--- src/sv/ps2kc_pkg.sv ---
// Shared types, codes and scancode lookup tables for the PS/2 scancode decoder.
// No dependencies; every other file refers to this package by scoped names.
package ps2kc_pkg;

	// Result kinds
	localparam logic [1:0] KIND_KEY     = 2'd0;
	localparam logic [1:0] KIND_LED     = 2'd1;
	localparam logic [1:0] KIND_UNKNOWN = 2'd2;

	// Scancode set selections
	localparam logic [1:0] SET_1     = 2'd1;
	localparam logic [1:0] SET_2     = 2'd2;
	localparam logic [1:0] SET_RESET = 2'd2;

	// Prefix bytes
	localparam logic [7:0] PFX_EXT   = 8'he0;
	localparam logic [7:0] PFX_BREAK = 8'hf0;

	// HID usages that get special handling
	localparam logic [7:0] KC_NONE   = 8'h00;
	localparam logic [7:0] KC_LCTRL  = 8'he0;
	localparam logic [7:0] KC_LSHIFT = 8'he1;
	localparam logic [7:0] KC_LALT   = 8'he2;
	localparam logic [7:0] KC_RCTRL  = 8'he4;
	localparam logic [7:0] KC_RSHIFT = 8'he5;
	localparam logic [7:0] KC_RALT   = 8'he6;
	localparam logic [7:0] KC_CAPS   = 8'h39;
	localparam logic [7:0] KC_NUM    = 8'h53;
	localparam logic [7:0] KC_SCROLL = 8'h47;

	// Modifier status bits
	localparam logic [8:0] MOD_LSHIFT = 9'h001;
	localparam logic [8:0] MOD_RSHIFT = 9'h002;
	localparam logic [8:0] MOD_LCTRL  = 9'h004;
	localparam logic [8:0] MOD_RCTRL  = 9'h008;
	localparam logic [8:0] MOD_LALT   = 9'h010;
	localparam logic [8:0] MOD_RALT   = 9'h020;
	localparam logic [8:0] MOD_CAPS   = 9'h040;
	localparam logic [8:0] MOD_NUM    = 9'h080;
	localparam logic [8:0] MOD_SCROLL = 9'h100;

	// LED bits
	localparam logic [2:0] LED_SCROLL = 3'h1;
	localparam logic [2:0] LED_NUM    = 3'h2;
	localparam logic [2:0] LED_CAPS   = 3'h4;

	// Decode result handed from the core to the output register
	typedef struct packed {
		logic       hit;
		logic [1:0] kind;
		logic [7:0] key_code;
		logic [8:0] mods;
		logic [2:0] leds;
	} ps2kc_res_t;

	// Modifier bit for a usage, zero for anything that is not a modifier
	function automatic logic [8:0] mod_mask(input logic [7:0] key);
		logic [8:0] m;
		unique case (key)
			KC_LSHIFT: m = MOD_LSHIFT;
			KC_RSHIFT: m = MOD_RSHIFT;
			KC_LCTRL:  m = MOD_LCTRL;
			KC_RCTRL:  m = MOD_RCTRL;
			KC_LALT:   m = MOD_LALT;
			KC_RALT:   m = MOD_RALT;
			default:   m = '0;
		endcase
		return m;
	endfunction

	// Set 1 base table, indexed by the low seven bits
	function automatic logic [7:0] s1_base(input logic [6:0] c);
		logic [7:0] k;
		unique case (c)
			7'h01: k = 8'h29; 7'h02: k = 8'h1e; 7'h03: k = 8'h1f; 7'h04: k = 8'h20;
			7'h05: k = 8'h21; 7'h06: k = 8'h22; 7'h07: k = 8'h23; 7'h08: k = 8'h24;
			7'h09: k = 8'h25; 7'h0a: k = 8'h26; 7'h0b: k = 8'h27; 7'h0c: k = 8'h2d;
			7'h0d: k = 8'h2e; 7'h0e: k = 8'h2a; 7'h0f: k = 8'h2b;
			7'h10: k = 8'h14; 7'h11: k = 8'h1a; 7'h12: k = 8'h08; 7'h13: k = 8'h15;
			7'h14: k = 8'h17; 7'h15: k = 8'h1c; 7'h16: k = 8'h18; 7'h17: k = 8'h0c;
			7'h18: k = 8'h12; 7'h19: k = 8'h13; 7'h1a: k = 8'h2f; 7'h1b: k = 8'h30;
			7'h1c: k = 8'h28; 7'h1d: k = 8'he0; 7'h1e: k = 8'h04; 7'h1f: k = 8'h16;
			7'h20: k = 8'h07; 7'h21: k = 8'h09; 7'h22: k = 8'h0a; 7'h23: k = 8'h0b;
			7'h24: k = 8'h0d; 7'h25: k = 8'h0e; 7'h26: k = 8'h0f; 7'h27: k = 8'h33;
			7'h28: k = 8'h34; 7'h29: k = 8'h35; 7'h2a: k = 8'he1; 7'h2b: k = 8'h32;
			7'h2c: k = 8'h1d; 7'h2d: k = 8'h1b; 7'h2e: k = 8'h06; 7'h2f: k = 8'h19;
			7'h30: k = 8'h05; 7'h31: k = 8'h11; 7'h32: k = 8'h10; 7'h33: k = 8'h36;
			7'h34: k = 8'h37; 7'h35: k = 8'h38; 7'h36: k = 8'he5; 7'h37: k = 8'h55;
			7'h38: k = 8'he2; 7'h39: k = 8'h2c; 7'h3a: k = 8'h39; 7'h3b: k = 8'h3a;
			7'h3c: k = 8'h3b; 7'h3d: k = 8'h3c; 7'h3e: k = 8'h3d; 7'h3f: k = 8'h3e;
			7'h40: k = 8'h3f; 7'h41: k = 8'h40; 7'h42: k = 8'h41; 7'h43: k = 8'h42;
			7'h44: k = 8'h43; 7'h45: k = 8'h53; 7'h46: k = 8'h47; 7'h47: k = 8'h5f;
			7'h48: k = 8'h60; 7'h49: k = 8'h61; 7'h4a: k = 8'h56; 7'h4b: k = 8'h5c;
			7'h4c: k = 8'h5d; 7'h4d: k = 8'h5e; 7'h4e: k = 8'h57; 7'h4f: k = 8'h59;
			7'h50: k = 8'h5a; 7'h51: k = 8'h5b; 7'h52: k = 8'h62; 7'h53: k = 8'h63;
			7'h56: k = 8'h64; 7'h57: k = 8'h44; 7'h58: k = 8'h45;
			7'h65: k = 8'h52; 7'h66: k = 8'h51; 7'h67: k = 8'h50; 7'h68: k = 8'h4f;
			default: k = KC_NONE;
		endcase
		return k;
	endfunction

	// Set 1 extended table, looked up by the low seven bits
	function automatic logic [7:0] s1_ext(input logic [6:0] c);
		logic [7:0] k;
		unique case (c)
			7'h1c: k = 8'h58; 7'h1d: k = 8'he4; 7'h35: k = 8'h54; 7'h38: k = 8'he6;
			7'h47: k = 8'h4a; 7'h48: k = 8'h52; 7'h49: k = 8'h4b; 7'h4b: k = 8'h50;
			7'h4d: k = 8'h4f; 7'h4f: k = 8'h4d; 7'h50: k = 8'h51; 7'h51: k = 8'h4e;
			7'h52: k = 8'h49; 7'h53: k = 8'h4c;
			default: k = KC_NONE;
		endcase
		return k;
	endfunction

	// Set 2 base table, indexed by the full byte
	function automatic logic [7:0] s2_base(input logic [7:0] c);
		logic [7:0] k;
		unique case (c)
			8'h01: k = 8'h42; 8'h03: k = 8'h3e; 8'h04: k = 8'h3c; 8'h05: k = 8'h3a;
			8'h06: k = 8'h3b; 8'h07: k = 8'h45; 8'h09: k = 8'h43; 8'h0a: k = 8'h41;
			8'h0b: k = 8'h3f; 8'h0c: k = 8'h3d; 8'h0d: k = 8'h2b; 8'h0e: k = 8'h35;
			8'h11: k = 8'he2; 8'h12: k = 8'he1; 8'h14: k = 8'he0; 8'h15: k = 8'h14;
			8'h16: k = 8'h1e; 8'h1a: k = 8'h1d; 8'h1b: k = 8'h16; 8'h1c: k = 8'h04;
			8'h1d: k = 8'h1a; 8'h1e: k = 8'h1f;
			8'h21: k = 8'h06; 8'h22: k = 8'h1b; 8'h23: k = 8'h07; 8'h24: k = 8'h08;
			8'h25: k = 8'h21; 8'h26: k = 8'h20; 8'h29: k = 8'h2c; 8'h2a: k = 8'h19;
			8'h2b: k = 8'h09; 8'h2c: k = 8'h17; 8'h2d: k = 8'h15; 8'h2e: k = 8'h22;
			8'h31: k = 8'h11; 8'h32: k = 8'h05; 8'h33: k = 8'h0b; 8'h34: k = 8'h0a;
			8'h35: k = 8'h1c; 8'h36: k = 8'h23; 8'h3a: k = 8'h10; 8'h3b: k = 8'h0d;
			8'h3c: k = 8'h18; 8'h3d: k = 8'h24; 8'h3e: k = 8'h25;
			8'h41: k = 8'h37; 8'h42: k = 8'h0e; 8'h43: k = 8'h0c; 8'h44: k = 8'h12;
			8'h45: k = 8'h27; 8'h46: k = 8'h26; 8'h49: k = 8'h36; 8'h4a: k = 8'h38;
			8'h4b: k = 8'h0f; 8'h4c: k = 8'h33; 8'h4d: k = 8'h13; 8'h4e: k = 8'h2d;
			8'h52: k = 8'h34; 8'h54: k = 8'h2f; 8'h55: k = 8'h2e; 8'h58: k = 8'h39;
			8'h59: k = 8'he5; 8'h5a: k = 8'h28; 8'h5b: k = 8'h30; 8'h5d: k = 8'h32;
			8'h61: k = 8'h64; 8'h66: k = 8'h2a; 8'h69: k = 8'h59; 8'h6b: k = 8'h5c;
			8'h6c: k = 8'h5f;
			8'h70: k = 8'h62; 8'h71: k = 8'h63; 8'h72: k = 8'h5a; 8'h73: k = 8'h5d;
			8'h74: k = 8'h5e; 8'h75: k = 8'h60; 8'h76: k = 8'h29; 8'h77: k = 8'h53;
			8'h78: k = 8'h44; 8'h79: k = 8'h57; 8'h7a: k = 8'h5b; 8'h7b: k = 8'h56;
			8'h7c: k = 8'h55; 8'h7d: k = 8'h61; 8'h7e: k = 8'h47; 8'h83: k = 8'h40;
			default: k = KC_NONE;
		endcase
		return k;
	endfunction

	// Set 2 extended table, looked up by the full byte
	function automatic logic [7:0] s2_ext(input logic [7:0] c);
		logic [7:0] k;
		unique case (c)
			8'h11: k = 8'he6; 8'h14: k = 8'he4; 8'h4a: k = 8'h54; 8'h5a: k = 8'h58;
			8'h69: k = 8'h4d; 8'h6b: k = 8'h50; 8'h6c: k = 8'h4a; 8'h70: k = 8'h49;
			8'h71: k = 8'h4c; 8'h72: k = 8'h51; 8'h74: k = 8'h4f; 8'h75: k = 8'h52;
			8'h7a: k = 8'h4e; 8'h7d: k = 8'h4b;
			default: k = KC_NONE;
		endcase
		return k;
	endfunction

endpackage

--- src/sv/ps2kc_lookup.sv ---
// Scancode to HID usage lookup: picks the base or extended table of the active set.
// Depends on ps2kc_pkg for the tables and set codes.
module ps2kc_lookup (
	input  logic [7:0] code,
	input  logic       ext,
	input  logic [1:0] scancode_set,
	output logic [7:0] key
);

	// Select the table; set 1 uses only the low seven bits
	always_comb begin
		if (scancode_set == ps2kc_pkg::SET_1) begin
			key = ext ? ps2kc_pkg::s1_ext(code[6:0]) : ps2kc_pkg::s1_base(code[6:0]);
		end else begin
			key = ext ? ps2kc_pkg::s2_ext(code) : ps2kc_pkg::s2_base(code);
		end
	end

endmodule

--- src/sv/ps2kc_core.sv ---
// Decode core: prefix flags, modifier and lock state, and the result of one byte.
// Depends on ps2kc_pkg and ps2kc_lookup.
module ps2kc_core (
	input  logic                   clk,
	input  logic                   arst_n,
	input  logic                   advance,
	input  logic [7:0]             code,
	input  logic [1:0]             scancode_set,
	output ps2kc_pkg::ps2kc_res_t  res
);

	logic       ext_q, ext_d;
	logic       brk_q, brk_d;
	logic [8:0] mods_q, mods_d;
	logic [2:0] leds_q, leds_d;
	logic [7:0] key;
	logic [8:0] mbit;

	ps2kc_lookup u_lookup (
		.code         (code),
		.ext          (ext_q),
		.scancode_set (scancode_set),
		.key          (key)
	);

	assign mbit = ps2kc_pkg::mod_mask(key);

	// Work out next state and the result for the byte in the input register
	always_comb begin
		logic brk;
		logic known;
		ext_d    = ext_q;
		brk_d    = brk_q;
		mods_d   = mods_q;
		leds_d   = leds_q;
		brk      = 1'b0;
		known    = 1'b0;
		res.hit  = 1'b0;
		res.kind = ps2kc_pkg::KIND_KEY;
		res.key_code = ps2kc_pkg::KC_NONE;
		if (code == ps2kc_pkg::PFX_EXT) begin
			ext_d = 1'b1;
		end else if (scancode_set == ps2kc_pkg::SET_2 && code == ps2kc_pkg::PFX_BREAK) begin
			// extension flag survives a break prefix
			brk_d = 1'b1;
		end else begin
			ext_d = 1'b0;
			if (scancode_set == ps2kc_pkg::SET_1) begin
				brk   = code[7];
				known = 1'b1;
			end else if (scancode_set == ps2kc_pkg::SET_2) begin
				brk   = brk_q;
				brk_d = 1'b0;
				known = 1'b1;
			end
			if (known) begin
				if (key == ps2kc_pkg::KC_NONE) begin
					res.hit  = 1'b1;
					res.kind = ps2kc_pkg::KIND_UNKNOWN;
				end else if (mbit != '0) begin
					// modifier: set on make, clear on break, no beat
					mods_d = brk ? (mods_q & ~mbit) : (mods_q | mbit);
				end else if (!brk) begin
					res.hit = 1'b1;
					priority if (key == ps2kc_pkg::KC_CAPS) begin
						mods_d   = mods_q ^ ps2kc_pkg::MOD_CAPS;
						leds_d   = leds_q ^ ps2kc_pkg::LED_CAPS;
						res.kind = ps2kc_pkg::KIND_LED;
					end else if (key == ps2kc_pkg::KC_NUM) begin
						mods_d   = mods_q ^ ps2kc_pkg::MOD_NUM;
						leds_d   = leds_q ^ ps2kc_pkg::LED_NUM;
						res.kind = ps2kc_pkg::KIND_LED;
					end else if (key == ps2kc_pkg::KC_SCROLL) begin
						mods_d   = mods_q ^ ps2kc_pkg::MOD_SCROLL;
						leds_d   = leds_q ^ ps2kc_pkg::LED_SCROLL;
						res.kind = ps2kc_pkg::KIND_LED;
					end else begin
						res.kind     = ps2kc_pkg::KIND_KEY;
						res.key_code = key;
					end
				end
			end
		end
		res.mods = mods_d;
		res.leds = leds_d;
	end

	// Commit state when the byte moves on
	always_ff @(posedge clk or negedge arst_n) begin
		if (!arst_n) begin
			ext_q  <= 1'b0;
			brk_q  <= 1'b0;
			mods_q <= '0;
			leds_q <= '0;
		end else if (advance) begin
			ext_q  <= ext_d;
			brk_q  <= brk_d;
			mods_q <= mods_d;
			leds_q <= leds_d;
		end
	end

	// Lock LEDs always mirror the lock bits of the modifier status
	a_leds_track_locks: assert property (@(posedge clk) disable iff (!arst_n)
		leds_q == {mods_q[6], mods_q[7], mods_q[8]})
		else $error("LED state out of step with lock bits");

	// A byte that is not a prefix always clears the extension flag
	a_ext_clears: assert property (@(posedge clk) disable iff (!arst_n)
		advance && code != ps2kc_pkg::PFX_EXT
		&& !(scancode_set == ps2kc_pkg::SET_2 && code == ps2kc_pkg::PFX_BREAK) |=> !ext_q)
		else $error("extension flag kept past a plain byte");

endmodule

--- src/sv/ps2_scancode_to_keycode_decoder.sv ---
// Top level of the PS/2 scancode decoder: input register, decode core, result register.
// Depends on ps2kc_pkg and ps2kc_core.
//
//  Port group     Dir  Handshake           Payload
//  scan byte      in   in_valid/in_ready   scan_byte
//  result         out  out_valid/out_ready kind, key_code, modifier_status, led_bits, raw_code
//  config         in   cfg_we (no wait)    cfg_wdata (scancode set)
//
// One byte per cycle while the result side is not stalled; a byte is held in the input register,
// and its result shows on the outputs once it is loaded into the result register after the lookup.
// Reset clears the prefix flags, modifiers and LEDs and selects scancode set 2.
// A stalled result holds in the result register; the input register still takes
// a byte, and in_ready drops only while both registers are full and out_ready is low.
module ps2_scancode_to_keycode_decoder (
	input  logic       clk,
	input  logic       arst_n,
	input  logic       cfg_we,
	input  logic [1:0] cfg_wdata,
	input  logic       in_valid,
	output logic       in_ready,
	input  logic [7:0] scan_byte,
	output logic       out_valid,
	input  logic       out_ready,
	output logic [1:0] kind,
	output logic [7:0] key_code,
	output logic [8:0] modifier_status,
	output logic [2:0] led_bits,
	output logic [7:0] raw_code
);

	logic [1:0]            scancode_set_q;
	logic                  valid_s1;
	logic [7:0]            byte_s1;
	logic                  valid_s2;
	logic                  advance;
	ps2kc_pkg::ps2kc_res_t res;

	assign advance  = valid_s1 && (!valid_s2 || out_ready);
	assign in_ready = !valid_s1 || advance;

	// Configuration register
	always_ff @(posedge clk or negedge arst_n) begin
		if (!arst_n) begin
			scancode_set_q <= ps2kc_pkg::SET_RESET;
		end else if (cfg_we) begin
			scancode_set_q <= cfg_wdata;
		end
	end

	// Input register
	always_ff @(posedge clk or negedge arst_n) begin
		if (!arst_n) begin
			valid_s1 <= 1'b0;
		end else if (in_ready) begin
			valid_s1 <= in_valid;
		end
	end

	always_ff @(posedge clk) begin
		if (in_valid && in_ready) begin
			byte_s1 <= scan_byte;
		end
	end

	ps2kc_core u_core (
		.clk          (clk),
		.arst_n       (arst_n),
		.advance      (advance),
		.code         (byte_s1),
		.scancode_set (scancode_set_q),
		.res          (res)
	);

	// Result register: load on advance, drop once the beat is taken
	always_ff @(posedge clk or negedge arst_n) begin
		if (!arst_n) begin
			valid_s2 <= 1'b0;
		end else if (advance) begin
			valid_s2 <= res.hit;
		end else if (out_ready) begin
			valid_s2 <= 1'b0;
		end
	end

	always_ff @(posedge clk) begin
		if (advance && res.hit) begin
			kind            <= res.kind;
			key_code        <= res.key_code;
			modifier_status <= res.mods;
			led_bits        <= res.leds;
			raw_code        <= byte_s1;
		end
	end

	assign out_valid = valid_s2;

	// Result kind is one of the three defined codes
	a_kind_defined: assert property (@(posedge clk) disable iff (!arst_n)
		out_valid |-> (kind == ps2kc_pkg::KIND_KEY || kind == ps2kc_pkg::KIND_LED
		|| kind == ps2kc_pkg::KIND_UNKNOWN))
		else $error("undefined result kind");

	// Key beats carry a usage, other beats carry none
	a_key_code_match: assert property (@(posedge clk) disable iff (!arst_n)
		out_valid |-> ((kind == ps2kc_pkg::KIND_KEY) == (key_code != ps2kc_pkg::KC_NONE)))
		else $error("key code does not match result kind");

	// A waiting result is never overwritten by the core
	a_no_overwrite: assert property (@(posedge clk) disable iff (!arst_n)
		out_valid && !out_ready |-> !advance)
		else $error("core advanced over a stalled result");

	// A config write takes effect on the next cycle
	a_cfg_applied: assert property (@(posedge clk) disable iff (!arst_n)
		cfg_we |=> scancode_set_q == $past(cfg_wdata))
		else $error("scancode set not updated by write");

endmodule

--- config.mk ---
export PLATFORM = sky130hd
export DESIGN_NAME = ps2_scancode_to_keycode_decoder
export DESIGN_NICKNAME = d
export VERILOG_FILES = /design/src/sv/ps2kc_pkg.sv /design/src/sv/ps2kc_lookup.sv /design/src/sv/ps2kc_core.sv /design/src/sv/ps2_scancode_to_keycode_decoder.sv
export SDC_FILE = /design/constraint.sdc
export NUM_CORES = 1
export LEC_CHECK = 0
export BUFFER_PORTS_ARGS = -buffer_cell sky130_fd_sc_hd__buf_2
export CORE_MARGIN = 3
export CORE_UTILIZATION = 40
export DETAILED_ROUTE_END_ITERATION = 12
export SYNTH_ARGS = -nofsm -noshare
export SYNTH_HDL_FRONTEND = slang
export SYNTH_SLANG_ARGS = --single-unit
--- constraint.sdc ---
create_clock -name clk -period 5.4 [get_ports clk]
set_input_delay 0.54 -clock clk [delete_from_list [all_inputs] [get_ports clk]]
set_output_delay 0.54 -clock clk [all_outputs]
set_load 0.03 [all_outputs]
# Word-level counts from Yosys, hierarchy flattened
# Memories as Yosys holds them, arrays and structs flattened. A register that Yosys moved wholly into a read port is not among the register bits.
# Index checks and enable logic that the tools add are counted.
# word_totals
regBits,56
output_inout_bits,32
inputBits,15
mem_bits_ro,3072
mem_count,2
# memory_table
name,words,word_bits,read_ports,rd_clocked_by_memory_dff,wr,line_no,rtl
(no name shown),256,8,1,1,0,ps2kc_pkg.sv:119,unique case (c)
(no name shown),128,8,1,1,0,ps2kc_pkg.sv:74,unique case (c)
# classes
n_eq_ne,43
muxes,55
reduce_logical,17
n_bitwise,11
# op_table
operator,count
$pmux 8 s14,2
$eq 8x7->1 const B,14
$mux 9,10
$eq 7x7->1 const B,10
$eq 8x8->1 const B,8
$mux 8,8
$mux 11,5
$pmux 6 s6,1
$mux 3,8
$mux 1,17
$eq 8x5->1 const B,2
$eq 7x5->1 const B,2
$eq 7x6->1 const B,2
$and 9x9->9,1
$not 6->9,1
$or 9x6->9,1
$reduce_bool 9->1,1
$reduce_or 9->1,1
$eq 8x6->1 const B,1
$logic_not 8->1,1
$not 1->1,8
$mux 7,1
$mux 2,3
$reduce_or 6->1,1
other kinds (10),17

# Longest topological paths before layout
# Gate-level depths: netlist (run 1).
# depth
word_depth,15
ltp_mapped,14

# Modules after synthesis
# From an unflattened synthesis (run 1), not the netlist that was laid out.
# hier_totals
cells_unflattened,642
hier_area_um2,5317.6
# modules_own_cells
module,seq_area_each_um2,area_each_um2,n_inst,cells_each
ps2kc_lookup,0.0,2851.5,1,468
ps2_scancode_to_keycode_decoder,1242.4,1326.3,1,52
ps2kc_core,350.3,1139.8,1,122

# Worst setup path before layout (run 1)
# Ideal clock, no wire load.
# synth_path
kind,input port to flip-flop
start,input out_ready
end,register (tool-made name)
setup_slack_ns,1.895
setup_ns,0.122
arrival_ns,3.383
t_required_ns,5.278
path_stages,13
path_cell_list,nand3b_1 -> nand2_1 -> inv_2 -> mux2i_2 -> inv_1 -> clkbuf_1 -> ha_1 -> clkbuf_1 -> nand2_1 -> a21oi_1 -> a211oi_1 -> nor3_1 -> o311a_1
# synth_rtl
element,line_no,rtl
start: declaration,ps2_scancode_to_keycode_decoder.sv:23,"input logic out_ready,"

==> qor.json, run 1 <==
{
  "status": {"value": "completed"},
  "vias": {"value": 6473},
  "yosysWarningCount": {"value": 0},
  "final_antenna_net_count": {"value": 0},
  "critical_path.top_delay_family": {"value": "simple AND/OR/NAND/NOR gates"},
  "post-synth-top-area-fraction": {"value": 0.187},
  "async_flop_share": {"value": 0.250},
  "final_clock_skew": {"value": 11.2, "unit": "ps"},
  "wl_per_cell": {"value": 23.1, "unit": "um"},
  "finalWorstSetupSlack": {"value": 951, "unit": "ps"},
  "die_height": {"value": 130, "unit": "um"},
  "iter_0_drt_violations": {"value": 1104},
  "most-common-layout-cells": {"value": "sky130_fd_sc_hd__nand2_1, sky130_fd_sc_hd__nor2_1, sky130_fd_sc_hd__a21oi_1"},
  "dp_worst_setup_slack": {"value": 859, "unit": "ps"},
  "place.detailed.hpwl": {"value": 14800, "unit": "um"},
  "power.static_leakage": {"value": 2.44, "unit": "nW"},
  "critical-path-slowest-cell": {"value": "sky130_fd_sc_hd__mux2i_2"},
  "timing.critical_path.fanout_max": {"value": 17},
  "worst_setup_path_start_kind": {"value": "flip-flop"},
  "drc": {"value": 0},
  "synth-seq-area-share": {"value": 0.313},
  "worstRegToRegCells": {"value": 11},
  "ir_drop": {"value": 0.215, "unit": "mV"},
  "final_core_util": {"value": 0.452},
  "max_slew_margin": {"value": 0.341},
  "layout-drive-gt1-share": {"value": 0.150},
  "drv_slew": {"value": 0},
  "placement.io_buffers": {"value": 46},
  "wire_length_of_the_first_global_routing_pass": {"value": 34100, "unit": "um"},
  "synth_area_leaders": {"value": "sky130_fd_sc_hd__edfxtp_1, sky130_fd_sc_hd__dfrtp_1, sky130_fd_sc_hd__dfxtp_1"},
  "grt-ovfl-total": {"value": 0},
  "fp.coreArea": {"value": 0.0148, "unit": "sq mm"},
  "fin_total_pwr": {"value": 2.25, "unit": "mW"},
  "initial_utilization": {"value": 0.414},
  "routed_via_density": {"value": 6.92},
  "place.gp.congestion": {"value": 1.05},
  "grt_start_max_net_pins": {"value": 58},
  "num_antenna_cells": {"value": 0},
  "clk_pin_slew_worst_paths": {"value": 60, "unit": "ps"},
  "fin_worst_hold_slack": {"value": 128, "unit": "ps"},
  "seq_power_share": {"value": 0.327},
  "cp_num_cells": {"value": 11},
  "cts_hold_repair_buffers": {"value": 0},
  "tritoncts": {"value": "yes"},
  "worstPathCellList": {"value": "nand3b_1 > nand2_1 > inv_2 > mux2i_2 > inv_1 > ha_1 > nor2_1 > a21oi_1 > o221a_2 > nor4_1 > nor4_1"},
  "numClockSinks": {"value": 72},
  "timing.critical_path.to_type": {"value": "flip-flop"},
  "multiInputGateArea": {"value": 0.00386, "unit": "sq mm"},
  "number_of_global_route_vias_before_repair": {"value": 6102},
  "dieArea": {"value": 0.0168, "unit": "sq mm"},
  "clk-insertion-delay-late": {"value": 340, "unit": "ps"},
  "placementRows": {"value": 44},
  "netSwitchingFraction": {"value": 0.429},
  "synth-main-ff-cell": {"value": "sky130_fd_sc_hd__edfxtp_1"},
  "mappedNetlistArea": {"value": 0.00611, "unit": "sq mm"},
  "synthesis.nets": {"value": 773},
  "critical-path-top-cell-by-count": {"value": "sky130_fd_sc_hd__nor4_1"},
  "nNetsFinal": {"value": 778},
  "sequential_cell_area": {"value": 0.00191, "unit": "sq mm"},
  "cap_viol_max_count": {"value": 0},
  "io-pin-count": {"value": 47},
  "worstMarginPinSlew": {"value": 985, "unit": "ps"},
  "final.period_utilization": {"value": 0.824},
  "required": {"value": 5580, "unit": "ps"},
  "synth_edf_count": {"value": 38},
  "track_usage": {"value": 0.257},
  "synth_register_bits": {"value": 72},
  "crit_path_max_incr_delay": {"value": 700, "unit": "ps"},
  "synth_cell_types": {"value": 96},
  "sum_of_routed_wire_length_over_all_layers": {"value": 21600, "unit": "um"},
  "drt-pass1-iter-count": {"value": 8},
  "synthesis.instances": {"value": 742},
  "antenna_found_initial": {"value": 1},
  "bufs_and_invs_on_worst_path": {"value": 2},
  "post_cts_resize_count": {"value": 0},
  "synth_top_cell_by_area": {"value": "sky130_fd_sc_hd__edfxtp_1"},
  "chipWidth": {"value": 130, "unit": "um"},
  "flow.area_growth_from_synthesis": {"value": 9.12, "unit": "%"},
  "grt_setup_unrepaired": {"value": "no"},
  "cts_inserted_buffers": {"value": 9},
  "cts_post_setup_buffers_inserted": {"value": 0},
  "max-clock-path-buffers": {"value": 2},
  "power.net_switching": {"value": 0.967, "unit": "mW"},
  "timing_hold_violations_final": {"value": 0},
  "final.setup.tns": {"value": 0, "unit": "ps"},
  "avgSynthCellArea": {"value": 8.23, "unit": "sq um"},
  "post-route-min-period": {"value": 4450, "unit": "ps"},
  "mostFrequentLayoutCell": {"value": "sky130_fd_sc_hd__nand2_1"},
  "finalSetupViolCount": {"value": 0},
  "share_comb_of_total_power": {"value": 0.423},
  "n_fill_cell": {"value": 1447},
  "power.density_cell_area": {"value": 338, "unit": "mW/mm^2"},
  "timing.setup.critical_path_class": {"value": "reg -> reg"},
  "clk_root_buffer_cell": {"value": "sky130_fd_sc_hd__clkbuf_16"},
  "holdCritPathClass": {"value": "in -> async"},
  "cell_internal_pwr": {"value": 1.29, "unit": "mW"},
  "max_freq": {"value": 225, "unit": "MHz"},
  "clock_power_share": {"value": 0.251},
  "worst_ep_arrival_time": {"value": 4630, "unit": "ps"},
  "cts_htree_levels": {"value": 3}
}
synth_stat cells, types with 16 or more instances:
master / number
sky130_fd_sc_hd__a21oi_1: 58
sky130_fd_sc_hd__buf_2: 16
sky130_fd_sc_hd__clkbuf_1: 34
sky130_fd_sc_hd__dfrtp_1: 17
sky130_fd_sc_hd__dfxtp_1: 16
sky130_fd_sc_hd__edfxtp_1: 38
sky130_fd_sc_hd__ha_1: 16
sky130_fd_sc_hd__nand2_1: 77
sky130_fd_sc_hd__nand3_1: 32
sky130_fd_sc_hd__nor2_1: 73
sky130_fd_sc_hd__nor3_1: 16
sky130_fd_sc_hd__o21ai_0: 42
per-stage QoR:
step,cells,cell area [sq um]
2_1_floorplan,742,6110
3_3_place_gp,920,6390
3_5_place_dp,920,6390
4_1_cts,936,6660
5_1_grt,936,6660
6_report,936,6660
layout make-up:
cell class                 count  area share
clock buffer                  12      0.0370
clock inverter                 4     0.00432
inverter                      16     0.00901
multi-input combinational    589       0.579
sequential                    72       0.287
tap                          184      0.0346
timing repair buffer          59      0.0492
power groups by stage:
stage	clock network, mW	logic [mW]	registers, mW
final	0.565	0.953	0.736
after floorplan	0	0.603	0.788
after detailed placement	0	0.911	0.747
after global routing	0.595	1.02	0.746
after CTS	0.568	0.917	0.735
after global placement	0	0.913	0.743
worst register-to-register path: stages (launching register included):
cell and delay [ps]:
sky130_fd_sc_hd__dfrtp_1 410, sky130_fd_sc_hd__nand3b_1 280, sky130_fd_sc_hd__nand2_1 380, sky130_fd_sc_hd__inv_2 420, sky130_fd_sc_hd__mux2i_2 700, sky130_fd_sc_hd__inv_1 490, sky130_fd_sc_hd__ha_1 560, sky130_fd_sc_hd__nor2_1 320
sky130_fd_sc_hd__a21oi_1 70, sky130_fd_sc_hd__o221a_2 280, sky130_fd_sc_hd__nor4_1 240, sky130_fd_sc_hd__nor4_1 130
metal layers:
layer  GRT usage  vias up  wire (um)  share of wire
met5     0.00294        -         13        0.00060
met4       0.125        2       1040          0.048
met3      0.0635      111       2350           0.11
met2       0.387      491       9430           0.44
met1       0.347     3021       8800           0.41
li1            -     2848          -              -
final timing paths:
| check | startpoint | end | slack, ps |
|---|---|---|---|
| setup / recovery | out_valid$_DFFE_PN0P_ | flip-flop | 950 |
| hold / removal | arst_n | u_core.mods_q[6]$_DFFE_PN0P_ | 130 |
| setup reg to reg | out_valid$_DFFE_PN0P_ | flip-flop | 950 |
| hold reg to reg | u_core.mods_q[6]$_DFFE_PN0P_ | u_core.mods_q[6]$_DFFE_PN0P_ | 490 |
| max in group asynchronous | arst_n | scancode_set_q[1]$_DFFE_PN1P_ | 4940 |
| min in group clk | cfg_we | scancode_set_q[1]$_DFFE_PN1P_ | 410 |
cell families (layout without fill, tap and decap cells):
group | after synthesis | count (layout) | share of synthesized area
AND/OR/NAND/NOR | 284 | 284 | 0.235
AO/OA/AOI/OAI | 245 | 245 | 0.287
buffers and inverters | 81 | 91 | 0.0594
flip-flops | 72 | 72 | 0.313
multiplexers | 28 | 28 | 0.0498
adder cells (fa/ha/maj) | 16 | 16 | 0.0328
XOR/XNOR | 16 | 16 | 0.0230
Power figures use the tool's default switching activity.
==> inputs of run 2 (changes only) <==
Settings changed: ABC_AREA from default to 1.
Clock period 5.4 ns to 4.55 ns, I/O delays scaled along.
==> run 2 against run 1 <==
Compared with the run above:
- combinational power decreased by 5.2%
- largest power group unchanged
- sequential power increased by 14%
- register-to-register slack improved by 380 ps
- first-iteration DRC count decreased by 5.9%
==> qor.json, run 2 <==
{
  "final_antenna_net_count": {"value": 0, "change": "unchanged"},
  "final_cell_area": {"value": 0.00634, "unit": "sq mm", "change": "was 0.00666 sq mm"},
  "drt-pass1-iter-count": {"value": 9, "change": "was 8"},
  "iter_0_drt_violations": {"value": 1039, "change": "was 1104"},
  "final_clock_skew": {"value": 11.3, "unit": "ps", "change": "was 11.2 ps"},
  "wire_length_of_the_first_global_routing_pass": {"value": 32500, "unit": "um", "change": "was 34100 um"},
  "placementRows": {"value": 42, "change": "was 44"},
  "initial_utilization": {"value": 0.418, "change": "was 0.414"},
  "synth_top_cell_by_area": {"value": "sky130_fd_sc_hd__edfxtp_1", "change": "unchanged"},
  "chipWidth": {"value": 125, "unit": "um", "change": "was 130 um"},
  "power.net_switching": {"value": 1.00, "unit": "mW", "change": "was 0.967 mW"},
  "busiest_layer": {"value": "met2", "change": "unchanged"},
  "synth_register_bits": {"value": 72, "change": "unchanged"},
  "worstMarginPinSlew": {"value": 925, "unit": "ps", "change": "was 985 ps"},
  "num_antenna_cells": {"value": 0, "change": "unchanged"},
  "final.setup.tns": {"value": 0, "unit": "ps", "change": "unchanged"},
  "numClockSinks": {"value": 72, "change": "unchanged"},
  "timing.critical_path.fanout_max": {"value": 17, "change": "unchanged"},
  "worst_setup_path_start_kind": {"value": "flip-flop", "change": "unchanged"},
  "io-pin-count": {"value": 47, "change": "unchanged"},
  "grt_util_met2": {"value": 0.390, "change": "was 0.387"},
  "async_flop_share": {"value": 0.250, "change": "unchanged"},
  "mostFrequentLayoutCell": {"value": "sky130_fd_sc_hd__nand2_1", "change": "unchanged"},
  "cts_hold_repair_buffers": {"value": 0, "change": "unchanged"},
  "cts_htree_levels": {"value": 3, "change": "unchanged"},
  "globalRouteMet3Util": {"value": 0.0510, "change": "was 0.0635"},
  "most-common-layout-cells": {"value": "sky130_fd_sc_hd__nand2_1, sky130_fd_sc_hd__nor2_1, sky130_fd_sc_hd__inv_1", "change": "was sky130_fd_sc_hd__nand2_1, sky130_fd_sc_hd__nor2_1, sky130_fd_sc_hd__a21oi_1"},
  "worst_ep_arrival_time": {"value": 3480, "unit": "ps", "change": "was 4630 ps"},
  "met1_usage": {"value": 0.350, "change": "was 0.347"},
  "track_usage": {"value": 0.260, "change": "was 0.257"},
  "clk_pin_slew_worst_paths": {"value": 60, "unit": "ps", "change": "about the same"},
  "grt_start_max_net_pins": {"value": 31, "change": "was 58"},
  "synth_cell_types": {"value": 47, "change": "was 96"},
  "antenna_found_initial": {"value": 0, "change": "was 1"},
  "post-route-min-period": {"value": 3220, "unit": "ps", "change": "was 4450 ps"},
  "ir_drop": {"value": 0.175, "unit": "mV", "change": "was 0.215 mV"},
  "timing.setup.critical_path_class": {"value": "reg -> reg", "change": "unchanged"},
  "synthesis.nets": {"value": 896, "change": "was 773"},
  "synth_edf_count": {"value": 38, "change": "unchanged"},
  "synthMostInstantiatedCell": {"value": "sky130_fd_sc_hd__nand2_1", "change": "unchanged"},
  "place.gp.congestion": {"value": 1.02, "change": "was 1.05"},
  "postPlaceCellArea": {"value": 0.00606, "unit": "sq mm", "change": "was 0.00639 sq mm"},
  "grt_setup_unrepaired": {"value": "no", "change": "unchanged"},
  "cell_internal_pwr": {"value": 1.40, "unit": "mW", "change": "was 1.29 mW"},
  "post-synth-top-area-fraction": {"value": 0.202, "change": "was 0.187"},
  "finalSetupViolCount": {"value": 0, "change": "unchanged"},
  "place.detailed.hpwl": {"value": 15400, "unit": "um", "change": "was 14800 um"},
  "max_freq": {"value": 311, "unit": "MHz", "change": "was 225 MHz"},
  "cap_viol_max_count": {"value": 0, "change": "unchanged"},
  "drv_slew": {"value": 0, "change": "unchanged"},
  "avgSynthCellArea": {"value": 6.52, "unit": "sq um", "change": "was 8.23 sq um"},
  "holdCritPathClass": {"value": "in -> async", "change": "unchanged"},
  "placement.io_buffers": {"value": 46, "change": "unchanged"},
  "fin_worst_hold_slack": {"value": 46.9, "unit": "ps", "change": "was 128 ps"},
  "timing.critical_path.to_type": {"value": "flip-flop", "change": "unchanged"},
  "die_height": {"value": 125, "unit": "um", "change": "was 130 um"},
  "clk-insertion-delay-late": {"value": 340, "unit": "ps", "change": "about the same"},
  "flow.area_growth_from_synthesis": {"value": 12.3, "unit": "%", "change": "was 9.12%"},
  "timing_hold_violations_final": {"value": 0, "change": "unchanged"},
  "grt-ovfl-total": {"value": 0, "change": "unchanged"},
  "status": {"value": "completed", "change": "unchanged"},
  "nNetsFinal": {"value": 939, "change": "was 778"},
  "synth_area_leaders": {"value": "sky130_fd_sc_hd__edfxtp_1, sky130_fd_sc_hd__nand2_1, sky130_fd_sc_hd__dfrtp_1", "change": "was sky130_fd_sc_hd__edfxtp_1, sky130_fd_sc_hd__dfrtp_1, sky130_fd_sc_hd__dfxtp_1"},
  "sum_of_routed_wire_length_over_all_layers": {"value": 20400, "unit": "um", "change": "was 21600 um"},
  "drc": {"value": 0, "change": "unchanged"},
  "share_comb_of_total_power": {"value": 0.376, "change": "was 0.423"},
  "yosys-top-cells-count": {"value": "sky130_fd_sc_hd__nand2_1, sky130_fd_sc_hd__nor2_1, sky130_fd_sc_hd__inv_1, sky130_fd_sc_hd__o21ai_0, sky130_fd_sc_hd__nand3_1", "change": "was sky130_fd_sc_hd__nand2_1, sky130_fd_sc_hd__nor2_1, sky130_fd_sc_hd__a21oi_1, sky130_fd_sc_hd__o21ai_0, sky130_fd_sc_hd__edfxtp_1"},
  "netSwitchingFraction": {"value": 0.416, "change": "was 0.429"},
  "power.density_cell_area": {"value": 379, "unit": "mW/mm^2", "change": "was 338 mW/mm^2"},
  "clock_power_share": {"value": 0.274, "change": "was 0.251"},
  "max_slew_margin": {"value": 0.377, "change": "was 0.341"},
  "clk_root_buffer_cell": {"value": "sky130_fd_sc_hd__clkbuf_16", "change": "unchanged"},
  "seq_power_share": {"value": 0.350, "change": "was 0.327"},
  "post_cts_resize_count": {"value": 0, "change": "unchanged"},
  "layout-drive-gt1-share": {"value": 0.124, "change": "was 0.150"},
  "tritoncts": {"value": "yes", "change": "unchanged"},
  "number_of_global_route_vias_before_repair": {"value": 6019, "change": "was 6102"},
  "cts_inserted_buffers": {"value": 9, "change": "unchanged"},
  "max-clock-path-buffers": {"value": 2, "change": "unchanged"},
  "cts_post_setup_buffers_inserted": {"value": 0, "change": "unchanged"},
  "required": {"value": 4820, "unit": "ps", "change": "was 5580 ps"},
  "dieArea": {"value": 0.0156, "unit": "sq mm", "change": "was 0.0168 sq mm"},
  "fp.coreArea": {"value": 0.0135, "unit": "sq mm", "change": "was 0.0148 sq mm"},
  "synth-seq-area-share": {"value": 0.339, "change": "was 0.313"},
  "mappedNetlistArea": {"value": 0.00564, "unit": "sq mm", "change": "was 0.00611 sq mm"},
  "final.period_utilization": {"value": 0.707, "change": "was 0.824"},
  "synthesis.instances": {"value": 865, "change": "was 742"},
  "synth-main-ff-cell": {"value": "sky130_fd_sc_hd__edfxtp_1", "change": "unchanged"},
  "routed_via_density": {"value": 5.84, "change": "was 6.92"},
  "yosysWarningCount": {"value": 0, "change": "unchanged"},
  "power.static_leakage": {"value": 2.99, "unit": "nW", "change": "was 2.44 nW"},
  "vias": {"value": 6362, "change": "was 6473"},
  "wl_per_cell": {"value": 18.7, "unit": "um", "change": "was 23.1 um"}
}
## run 2: per-layer routing
layer,vias up,routed length (um)
met2,444,8820
li1,2980,-
met1,2826,8470
met5,-,0
met4,0,1090
met3,112,2020
## run 2: kinds of logic (layout without fill, tap and decap cells)
kind of cell,count (synthesis),count (layout),share of synthesized area
and+or+nand+nor,496,496,0.372
AOI/OAI and AO/OA,166,166,0.173
buffers and inverters,115,163,0.0812
DFF,72,72,0.339
adders and majority gates,16,16,0.0355
## run 2: power groups by stage
| stage | Combinational, mW | Sequential (mW) | Clock, mW |
|---|---|---|---|
| after floorplan | 0.551 | 0.909 | 0 |
| after global placement | 0.891 | 0.855 | 0 |
| after detailed placement | 0.872 | 0.854 | 0 |
| after CTS | 0.875 | 0.842 | 0.670 |
| after global routing | 0.983 | 0.851 | 0.697 |
| final | 0.903 | 0.841 | 0.659 |
## run 2: final timing paths
| path | start | endpoint | slack [ps] | cells after the start |
|---|---|---|---|---|
| max | out_valid$_DFFE_PN0P_ | flip-flop | 1330 | 17 |
| min | arst_n | u_core.mods_q[8]$_DFFE_PN0P_ | 50 | 1 |
| max reg2reg | out_valid$_DFFE_PN0P_ | flip-flop | 1330 | 17 |
| min reg2reg | u_core.mods_q[0]$_DFFE_PN0P_ | u_core.mods_q[0]$_DFFE_PN0P_ | 490 | 2 |
| max in group asynchronous | arst_n | scancode_set_q[1]$_DFFE_PN1P_ | 4160 | 1 |
| min in group clk | cfg_we | scancode_set_q[1]$_DFFE_PN1P_ | 320 | 2 |
## run 2: cell type report
type / instances / area, sq um
sequential: 72 / 1910
inverter: 90 / 338
timing repair buffer: 57 / 313
clock buffer: 10 / 229
multi-input combinational: 678 / 3280
clock inverter: 6 / 43.8
fill: 1402 / 7170
tap: 176 / 220
## run 2: worst max-delay path: stages, from the launching register on
cell and delay [ps]:
sky130_fd_sc_hd__dfrtp_1 400, sky130_fd_sc_hd__nand3_2 140, sky130_fd_sc_hd__nand2_2 220, sky130_fd_sc_hd__nand2_1 120, sky130_fd_sc_hd__o21ai_1 70, sky130_fd_sc_hd__buf_4 190, sky130_fd_sc_hd__inv_1 260, sky130_fd_sc_hd__ha_1 470
sky130_fd_sc_hd__inv_1 80, sky130_fd_sc_hd__nor2_1 330, sky130_fd_sc_hd__nand2_1 240, sky130_fd_sc_hd__nand2_1 110, sky130_fd_sc_hd__o21ai_0 90, sky130_fd_sc_hd__o21ai_0 100, sky130_fd_sc_hd__nand3_1 90, sky130_fd_sc_hd__nand3_1 90
sky130_fd_sc_hd__nand2_1 40, sky130_fd_sc_hd__o21ai_0 90
## run 2: metrics by stage
step / power, mW / setup slack (ps) / utilization / std cells
detailed placement: 1.73 / 1260 / 0.449 / 1073
CTS: 2.39 / 1340 / 0.469 / 1089
global placement: 1.75 / 1170 / 0.449 / 1073
floorplan: 1.46 / 295 / - / 865
global route: 2.53 / 1030 / 0.469 / 1089
finish: 2.40 / 1330 / 0.469 / 1089
